### config.mk
export PLATFORM = sky130hd
export DESIGN_NAME = protobuf_field_stream_decoder_unit
export DESIGN_NICKNAME = d
export VERILOG_FILES = /design/src/pfsd_pkg.sv /design/src/pfsd_core.sv /design/src/protobuf_field_stream_decoder_unit.sv
export SDC_FILE = /design/constraint.sdc
export NUM_CORES = 1
export LEC_CHECK = 0
export BUFFER_PORTS_ARGS = -buffer_cell sky130_fd_sc_hd__buf_2
export CAP_MARGIN = 20
export CORE_MARGIN = 3
export CORE_UTILIZATION = 25
export CTS_CLUSTER_DIAMETER = 40
export DETAILED_ROUTE_END_ITERATION = 7
export PLACE_DENSITY = 0.38
export SLEW_MARGIN = 10
export SYNTH_ARGS = -nofsm -noshare
export SYNTH_HDL_FRONTEND = slang
export SYNTH_HIERARCHICAL = 1
export SYNTH_SLANG_ARGS = --single-unit
### constraint.sdc
create_clock -name clk_i -period 3.85 [get_ports clk_i]
set_input_delay 0.1925 -clock clk_i [delete_from_list [all_inputs] [get_ports clk_i]]
set_output_delay 0.1925 -clock clk_i [all_outputs]
set_load 0.02 [all_outputs]
### src/pfsd_pkg.sv
// shared types and constants for the protobuf field stream decoder
package pfsd_pkg;

  localparam int unsigned MAX_PAYLOAD = 512;
  localparam int unsigned POS_W       = $clog2(MAX_PAYLOAD + 1);

  localparam int unsigned RES_W   = 54;
  localparam int unsigned TDATA_W = ((RES_W + 7) / 8) * 8;

  localparam logic [2:0]  WIRE_VARINT  = 3'd0;
  localparam logic [2:0]  WIRE_LEN     = 3'd2;
  localparam logic [4:0]  FIELD_FIRST  = 5'd1;
  localparam logic [4:0]  FIELD_SECOND = 5'd2;
  localparam logic [5:0]  SHIFT_LIMIT  = 6'd32;
  localparam logic [5:0]  SHIFT_STEP   = 6'd7;
  localparam logic [31:0] LEN_SAT      = 32'd1023;

  typedef enum logic [2:0] {
    PH_TAG    = 3'b001,
    PH_VARINT = 3'b010,
    PH_SKIP   = 3'b100
  } phase_e;

  typedef enum logic [1:0] {
    ST_OK       = 2'd0,
    ST_BAD_WIRE = 2'd1,
    ST_OVERRUN  = 2'd2,
    ST_TOO_LONG = 2'd3
  } status_e;

  typedef struct packed {
    phase_e             phase;
    logic [31:0]        accum;
    logic [5:0]         shift;
    logic               is_len;
    logic               is_f1;
    logic               is_f2;
    logic [POS_W-1:0]   pos;
    logic [31:0]        skip;
    logic [31:0]        first;
    logic [8:0]         sec_off;
    logic [9:0]         sec_len;
    logic               sec_flag;
    status_e            err;
  } parse_state_t;

  typedef struct packed {
    logic [9:0]  second_length;
    logic [8:0]  second_offset;
    logic        second_present;
    logic [31:0] first_value;
    status_e     status;
  } result_t;

  localparam parse_state_t STATE_RESET = '{
    phase:    PH_TAG,
    accum:    32'd0,
    shift:    6'd0,
    is_len:   1'b0,
    is_f1:    1'b0,
    is_f2:    1'b0,
    pos:      '0,
    skip:     32'd0,
    first:    32'd0,
    sec_off:  9'd0,
    sec_len:  10'd0,
    sec_flag: 1'b0,
    err:      ST_OK
  };

endpackage

### src/pfsd_core.sv
// next-state and result logic for one payload beat
module pfsd_core import pfsd_pkg::*; (
  input  parse_state_t state_i,
  input  logic [7:0]   byte_i,
  input  logic         has_i,
  input  logic         last_i,
  output parse_state_t state_o,
  output result_t      result_o
);

  function automatic parse_state_t finish_varint(parse_state_t s, logic at_end);
    logic [31:0] v;
    v       = s.accum;
    s.accum = 32'd0;
    s.shift = 6'd0;
    s.phase = PH_TAG;
    if (!s.is_len) begin
      if (s.is_f1) s.first = v;
    end else if (at_end && (v != 32'd0)) begin
      s.err = ST_OVERRUN;
    end else begin
      if (s.is_f2) begin
        s.sec_flag = 1'b1;
        s.sec_off  = 9'(s.pos);
        s.sec_len  = (v > LEN_SAT) ? LEN_SAT[9:0] : v[9:0];
      end
      if (v != 32'd0) begin
        s.skip  = v;
        s.phase = PH_SKIP;
      end
    end
    return s;
  endfunction

  parse_state_t n;

  always_comb begin
    n = state_i;
    if (has_i && (n.err == ST_OK)) begin
      if (n.pos >= POS_W'(MAX_PAYLOAD)) begin
        n.err = ST_TOO_LONG;
      end else begin
        n.pos = n.pos + POS_W'(1);
        unique case (n.phase)
          PH_VARINT: begin
            if (n.shift < SHIFT_LIMIT) begin
              n.accum = n.accum | ({25'd0, byte_i[6:0]} << n.shift);
            end
            if (!byte_i[7]) begin
              n = finish_varint(n, 1'b0);
            end else if (n.shift < SHIFT_LIMIT) begin
              n.shift = n.shift + SHIFT_STEP;
            end
          end
          PH_SKIP: begin
            n.skip = n.skip - 32'd1;
            if (n.skip == 32'd0) n.phase = PH_TAG;
          end
          default: begin
            // tag byte
            n.is_f1 = (byte_i[7:3] == FIELD_FIRST);
            n.is_f2 = (byte_i[7:3] == FIELD_SECOND);
            if ((byte_i[2:0] != WIRE_VARINT) && (byte_i[2:0] != WIRE_LEN)) begin
              n.err = ST_BAD_WIRE;
            end else begin
              n.is_len = (byte_i[2:0] == WIRE_LEN);
              n.accum  = 32'd0;
              n.shift  = 6'd0;
              n.phase  = PH_VARINT;
            end
          end
        endcase
      end
    end

    // close out whatever is pending at the end of the frame
    if (last_i && (n.err == ST_OK)) begin
      if (n.phase == PH_VARINT) begin
        n = finish_varint(n, 1'b1);
      end else if ((n.phase == PH_SKIP) && (n.skip != 32'd0)) begin
        n.err = ST_OVERRUN;
      end
    end

    result_o.status         = n.err;
    result_o.first_value    = n.first;
    result_o.second_present = n.sec_flag;
    result_o.second_offset  = n.sec_off;
    result_o.second_length  = n.sec_len;

    state_o = last_i ? STATE_RESET : n;
  end

endmodule

### src/protobuf_field_stream_decoder_unit.sv
// top level of the protobuf field stream decoder
//
// slave channel: one payload byte per beat in s_axis_tdata_i, s_axis_tuser_i
// high when that byte is valid, s_axis_tlast_i on the final beat of a frame
// (a beat with tuser low and tlast high ends an empty frame).
// master channel: one result beat per frame carrying status, the last
// varint of field 1 and the offset and length of field 2.
// a beat waits in the input register while the core works out the next
// parse state; when the beat advances, the state register updates and, if it
// was the last beat, the result register loads: a last beat passes the input
// register and then the result register before its result is valid.
// throughput is one beat per cycle, unless a last beat waits for the result slot.
// reset clears the parse state and the input and result valid flags;
// each frame end returns the parse state to its reset value.
// while a result waits, beats that are not last keep flowing; a last beat
// waits in the input register until the result slot frees, and the slave
// channel stalls behind it.
module protobuf_field_stream_decoder_unit import pfsd_pkg::*; (
  input  logic               clk_i,
  input  logic               rst_ni,
  input  logic               s_axis_tvalid_i,
  output logic               s_axis_tready_o,
  input  logic [7:0]         s_axis_tdata_i,   // [7:0] data_byte
  input  logic               s_axis_tuser_i,   // [0] has_byte
  input  logic               s_axis_tlast_i,   // frame_end
  output logic               m_axis_tvalid_o,
  input  logic               m_axis_tready_i,
  output logic [TDATA_W-1:0] m_axis_tdata_o    // [1:0] status, [33:2] first_value,
                                               // [34] second_present,
                                               // [43:35] second_offset,
                                               // [53:44] second_length, rest zero
);

  logic         in_vld_q;
  logic [7:0]   in_byte_q;
  logic         in_has_q;
  logic         in_last_q;
  parse_state_t state_q, state_d;
  result_t      res_d, res_q;
  logic         out_vld_q;
  logic         advance;

  assign advance         = in_vld_q && (!in_last_q || !out_vld_q || m_axis_tready_i);
  assign s_axis_tready_o = !in_vld_q || advance;

  pfsd_core u_core (
    .state_i  (state_q),
    .byte_i   (in_byte_q),
    .has_i    (in_has_q),
    .last_i   (in_last_q),
    .state_o  (state_d),
    .result_o (res_d)
  );

  always_ff @(posedge clk_i or negedge rst_ni) begin
    if (!rst_ni) begin
      in_vld_q <= 1'b0;
    end else if (s_axis_tready_o) begin
      in_vld_q <= s_axis_tvalid_i;
    end
  end

  always_ff @(posedge clk_i) begin
    if (s_axis_tvalid_i && s_axis_tready_o) begin
      in_byte_q <= s_axis_tdata_i;
      in_has_q  <= s_axis_tuser_i;
      in_last_q <= s_axis_tlast_i;
    end
  end

  always_ff @(posedge clk_i or negedge rst_ni) begin
    if (!rst_ni) begin
      state_q <= STATE_RESET;
    end else if (advance) begin
      state_q <= state_d;
    end
  end

  always_ff @(posedge clk_i or negedge rst_ni) begin
    if (!rst_ni) begin
      out_vld_q <= 1'b0;
    end else if (advance && in_last_q) begin
      out_vld_q <= 1'b1;
    end else if (m_axis_tready_i) begin
      out_vld_q <= 1'b0;
    end
  end

  always_ff @(posedge clk_i) begin
    if (advance && in_last_q) begin
      res_q <= res_d;
    end
  end

  assign m_axis_tvalid_o = out_vld_q;
  assign m_axis_tdata_o  = {(TDATA_W - RES_W)'(0), res_q};

`ifndef SYNTH
  a_result_from_last: assert property (@(posedge clk_i) disable iff (!rst_ni)
    $rose(m_axis_tvalid_o) |-> $past(in_vld_q && in_last_q))
    else $error("result beat without a last input beat");

  a_frame_restart: assert property (@(posedge clk_i) disable iff (!rst_ni)
    (advance && in_last_q) |=> (state_q.pos == '0 && state_q.phase == PH_TAG))
    else $error("parse state not cleared after frame end");

  a_pos_bound: assert property (@(posedge clk_i) disable iff (!rst_ni)
    state_q.pos <= POS_W'(MAX_PAYLOAD))
    else $error("byte position beyond payload limit");

  a_error_sticky: assert property (@(posedge clk_i) disable iff (!rst_ni)
    (state_q.err != ST_OK && !(advance && in_last_q)) |=> $stable(state_q.err))
    else $error("latched error changed within a frame");
`endif

endmodule
Word level (Yosys, flattened, before mapping) --
Index checks and enable logic that the tools add are counted.
Cells by class: add/sub/neg operators 3, multipliers 0, divide/modulo/power cells 0, magnitude comparators 4, eq/ne operators 8, shift-type cells 1, mux-type cells 42, bitwise gates (word level) 1, reductions and logical operators 21
Operator list (count):
- 140-bit two-way mux | 3
- 32-bit two-way mux | 10
- 138-bit two-way mux | 2
- 32-bit nonzero test | 3
- 86-bit two-way mux | 1
- 41-bit case mux with 2 select lines | 1
- 20-bit two-way mux | 4
- 32-bit by 10-bit greater-than comparator with 1-bit output, second input constant | 2
- 32-bit case mux with 2 select lines | 1
- 52-bit two-way mux | 1
- 42-bit two-way mux | 1
- 35-bit two-way mux | 1
- 32-bit zero test | 1
- 32-bit bitwise OR | 1
- 7-bit by 6-bit << shifter with 32-bit output | 1
- 32-bit by 1-bit subtractor with 32-bit output, second input constant | 1
- 22-bit two-way mux | 1
- 10-bit two-way mux | 2
- 6-bit two-way mux | 2
- 10-bit by 1-bit adder with 10-bit output, second input constant | 1
- 10-bit greater-or-equal comparator, second input constant | 1
- 2-bit two-way mux | 5
- 3-bit by 2-bit equality test with 1-bit output, second input constant | 3
- 3-bit two-way mux | 3
- 15 further kinds | 28
Storage, ports and cells: register bits after elaboration 206, bits in latches 0, bits in writable memories 0, memory bits (read-only) 0, bits of input ports 14, output and inout port bits 58, logic and storage cells 103, memories 0

Depth between registers and ports, before layout --
depth in word-level cells 22, depth in mapped cells 16

By module --
Netlist, hierarchy kept.
By module, submodules not included:
- protobuf_field_stream_decoder_unit | instances 1, cells each 872, area an instance 10238.6 sq um, seq. area each 5476.5 sq um
- pfsd_core | instances 1, cells each 1107, area an instance 6512.5 sq um, seq. area each 0.0 sq um

Worst setup path before layout --
OpenSTA, ideal clock, no wires.
path kind register to register, start register out_vld_q, in the netlist m_axis_tvalid_o, end register res_q, in the netlist m_axis_tdata_o[0], enable pin, library setup time 0.466 ns, data arrival time 3.188 ns, data required time 3.384 ns, path slack 0.197 ns, cell stages (with the launch flop) 5, path buffers 2, period minus slack after synthesis 3.653 ns, cell sequence dfrtp_1 > buf_2 > buf_2 > nor2b_1 > nor2_1
On the way: cells in the longest elaborated chain, start to end 5
RTL lines:
- start: declaration | line protobuf_field_stream_decoder_unit.sv:40 | logic out_vld_q;
- start signal: assignment | line protobuf_field_stream_decoder_unit.sv:81 | out_vld_q <= 1'b0;
- start signal: assignment | line protobuf_field_stream_decoder_unit.sv:83 | out_vld_q <= 1'b1;
- start signal: assignment | line protobuf_field_stream_decoder_unit.sv:85 | out_vld_q <= 1'b0;
- 1-bit zero test | line protobuf_field_stream_decoder_unit.sv:43 | assign advance = in_vld_q && (!in_last_q || !out_vld_q || m_axis_tready_i);
- 1-bit logical OR (2 in a row) | line protobuf_field_stream_decoder_unit.sv:43
- 1-bit logical AND | line protobuf_field_stream_decoder_unit.sv:43
- 1-bit logical AND | line protobuf_field_stream_decoder_unit.sv:90 | if (advance && in_last_q) begin
- end signal: assignment | line protobuf_field_stream_decoder_unit.sv:91 | res_q <= res_d;
- end: declaration | line protobuf_field_stream_decoder_unit.sv:39 | result_t res_d, res_q;
No other way between the ends. A chain may end at the register's enable or synchronous reset.

==> metrics.yaml <==
outcome:
  status: "completed"
critical_path:
  reg2reg_depth: 13
  required_ns: 4.30
  crit_cells: 13
  cpMostUsedCell: "o211ai_1"
  critPathTopFamily: "compound AO/OA/AOI/OAI gates"
  critPathBufInv: 1
  arrival_ns: 4.19
  worstPathMaxFanout: 13
  slowest_stage: "or4_4"
  critPathKind: "reg -> reg"
  critPathMaxStageDelay_ns: 0.49
  critPathCaptureType: "flip-flop"
  worstPathCellList: "mux2_2, a221o_1, a22oi_2, o31ai_2, a211o_1, or4_4, and4bb_4, buf_8, o211ai_1, a21oi_1, nor3_1, nand2_1, o211ai_1"
  start_kind: "flip-flop"
cells_and_area:
  antenna_cells: 0
  syn2layout_area_growth_pct: 32.8
  final_area_sq_mm: 0.0222
  final_nets: 2286
  drive_gt1_frac: 0.316
drt:
  drc: 0
  drtIter0Drc: 1677
  routed_wl_microns: 78100
  drt.antenna.violating_nets: 0
  route.vias.total: 17300
  viasPerCell: 5.46
  dr.pass1.iters: 5
  wire_per_inst_microns: 24.6
power_and_ir_drop:
  power_leakage_nw: 9.27
  irDropWorstVdd_v: 0.000275
  powerDensity_mw_per_mm2: 372
global_routing:
  gr-usage-all-layers: 0.217
  grt_max_degree: 236
  grt-ovfl-total: 0
  grt_first_pass_wirelength_microns: 116000
  grt_antenna_before_repair: 2
  grt_pass1_vias: 16700
logic_synthesis:
  yosysUniqueCellTypes: 97
  yosysTopAreaCell: "dfrtp_1"
  synth_fa_ha_area_frac: 0.00373
  synth_area_leaders: "dfrtp_1 21%, edfxtp_1 11%, o211ai_2 7.5%"
  synth_top_family_by_area: "simple AND/OR/NAND/NOR gates"
  syn_area_sq_mm: 0.0168
  synth_mux_area_frac: 0.0233
  syn_area_per_cell_sq_um: 8.46
  yosys_warnings: 6
  yosys.area_share.simple: 0.336
  synth-seq-cells: 206
  synthArstFlopShare: 0.689
  syn-instance-count: 1979
  synth_compound_area_frac: 0.238
  yosysSeqAreaShare: 0.327
  synth_edf_count: 64
  yosysTopAreaCellShare: 0.211
  synthFlopType: "dfrtp_1"
  synth-xor-area-share: 0.0110
clocking:
  htreeDepth: 2
  cts_max_path_buffers: 3
  cts_buffers: 50
  clockRootBuffer: "clkbuf_16"
  insertion_delay_ns: 0.59
  clkTransAtPathRegs_ns: 0.06
  cts_tree: "built"
  cts_sinks: 206
floorplan:
  pin_count: 72
  die_w_microns: 265
  die-area_sq_mm: 0.0701
  initial_core_util: 0.253
  core_area_sq_mm: 0.0661
  rows: 94
  dieHeight_microns: 265
timing:
  skew_ns: 0.0192
  tns_ns: 0
  hold_viol_final: 0
  worst_pin_slew_ns: 1.04
  hold-worst-slack_ns: 0.208
  rsz0062_at_grt: "true"
  max_freq_mhz: 267
  setup_violations: 0
  slew_headroom: 0.309
  final.min_clock_period_ns: 3.74
  fin_crit_sh: 0.973
  slew_viol_final: 0
place:
  hpwl_microns: 54900
  port_buffers: 69
  postPlaceCellArea_sq_mm: 0.0200
  place_congestion: 0.924
hold_path:
  min_path_cells: 3
  hp-class: "in -> reg"
flow_run:
  max_cap_violations: 0
## logic make-up after synthesis
kind of cell             after synthesis
adder cells (fa/ha/maj)                5
AND/OR/NAND/NOR                      985
XOR/XNOR                              21
other                                  1
multiplexers                          36
AO/OA/AOI/OAI                        510
buffers and inverters                215
flip-flops                           206
## final cells by class
| type | instances | area (sq um) |
|---|---|---|
| Tap cell | 864 | 1080 |
| Multi-Input combinational cell | 1559 | 10700 |
| Fill cell | 6877 | 43900 |
| Clock buffer | 55 | 1280 |
| Timing Repair Buffer | 428 | 3240 |
| Clock inverter | 35 | 419 |
| Inverter | 22 | 82.6 |
| Sequential cell | 206 | 5490 |
## cell usage after synthesis, types with 8 or more instances
cell type    n
nor2b_1     32
or4_1       12
o21ai_0     61
a21oi_1    114
edfxtp_1    64
mux2_2       8
dfrtp_1    141
nand2b_1   154
buf_8       10
or2_2       16
buf_4        8
clkbuf_1   130
a22o_1       9
buf_1       11
buf_2       31
o211ai_2   100
o211ai_1    56
a211oi_1     9
xor2_1       9
mux2i_1     25
o22ai_1     18
nand4_1     12
and3_1      16
inv_1       20
o21a_1      12
nor4_1      18
xnor2_1     12
or3_1       20
a31oi_1     16
nand3b_1    12
nor3b_1     10
nor3_1      62
a22oi_1      8
o21ai_1      9
and2_1      13
o31ai_1     10
nand3_1     37
nand4b_1   142
a21o_1      11
nor2_1     154
nand2_1    229
## tightest hold or removal path: cells and delay by family
| kind | cells | cell delay [ns] |
|---|---|---|
| buffers and inverters | 1 | 0.24 |
| and+or+nand+nor | 2 | 0.31 |
## state kept, by name, summed over array words and instances, names as in the netlist
| name | cells |
|---|---|
| state_q | 140 |
| m_axis_tdata_o | 54 |
| m_axis_tvalid_o | 1 |
| in_vld_q | 1 |
| in_last_q | 1 |
| in_has_q | 1 |
| in_byte_q | 8 |
## metrics by stage
step                       util  total power [mW]  setup WS [ns]  instances
after global routing      0.337              8.59       -0.00791       3169
after CTS                 0.331              8.34        0.00720       3163
after floorplan               -              3.17          0.197       1980
after detailed placement  0.302              3.89         -0.239       3060
final                     0.337              8.28          0.106       3169
after global placement    0.302              3.89         -0.272       3060
## where the power goes
part           internal [mW]  switching [mW]
registers               2.32          0.0740
logic                  0.563           0.977
clock network           2.77            1.57
## cell usage in the layout, fill, tap and decap left out, drive strengths merged, types with 37 or more instances in the layout
cell and instances:
a21oi 115, buf 415, clkbuf 56, dfrtp 141, edfxtp 64, nand2 229
nand2b 155, nand3 37, nand4b 142, nor2 157, nor3 64, o211ai 156
o21ai 70
## layer usage
metal,share of wire,GRT usage,vias to the layer above
met5,0,0,-
met4,0.039,0.0797,0
met3,0.060,0.0336,125
met2,0.43,0.330,558
met1,0.47,0.312,8677
li1,-,-,7954
## final timing paths
| kind | from | end | slack, ns |
|---|---|---|---|
| worst max-delay path | state_q[99] | state_q[17] | 0.11 |
| worst min-delay path | m_axis_tready_i | m_axis_tvalid_o | 0.21 |
| worst max register to register | state_q[99] | state_q[17] | 0.11 |
| worst min register to register | state_q[35] | state_q[35] | 0.52 |
| max in group asynchronous | rst_ni | state_q[59] | 2.76 |
| min in group asynchronous | rst_ni | state_q[121] | 0.25 |
## timing repair
| action | 4_1_cts | 5_1_grt |
|---|---|---|
| hold buffers | 12 | 0 |
| setup endpoints to repair | 38 | 34 |
| hold endpoints to repair | 83 | 0 |
| setup buffers | 1 | 5 |
| resized for setup | 22 | 77 |
| pin swaps | 2 | 21 |
Power figures use the tool's default switching activity.
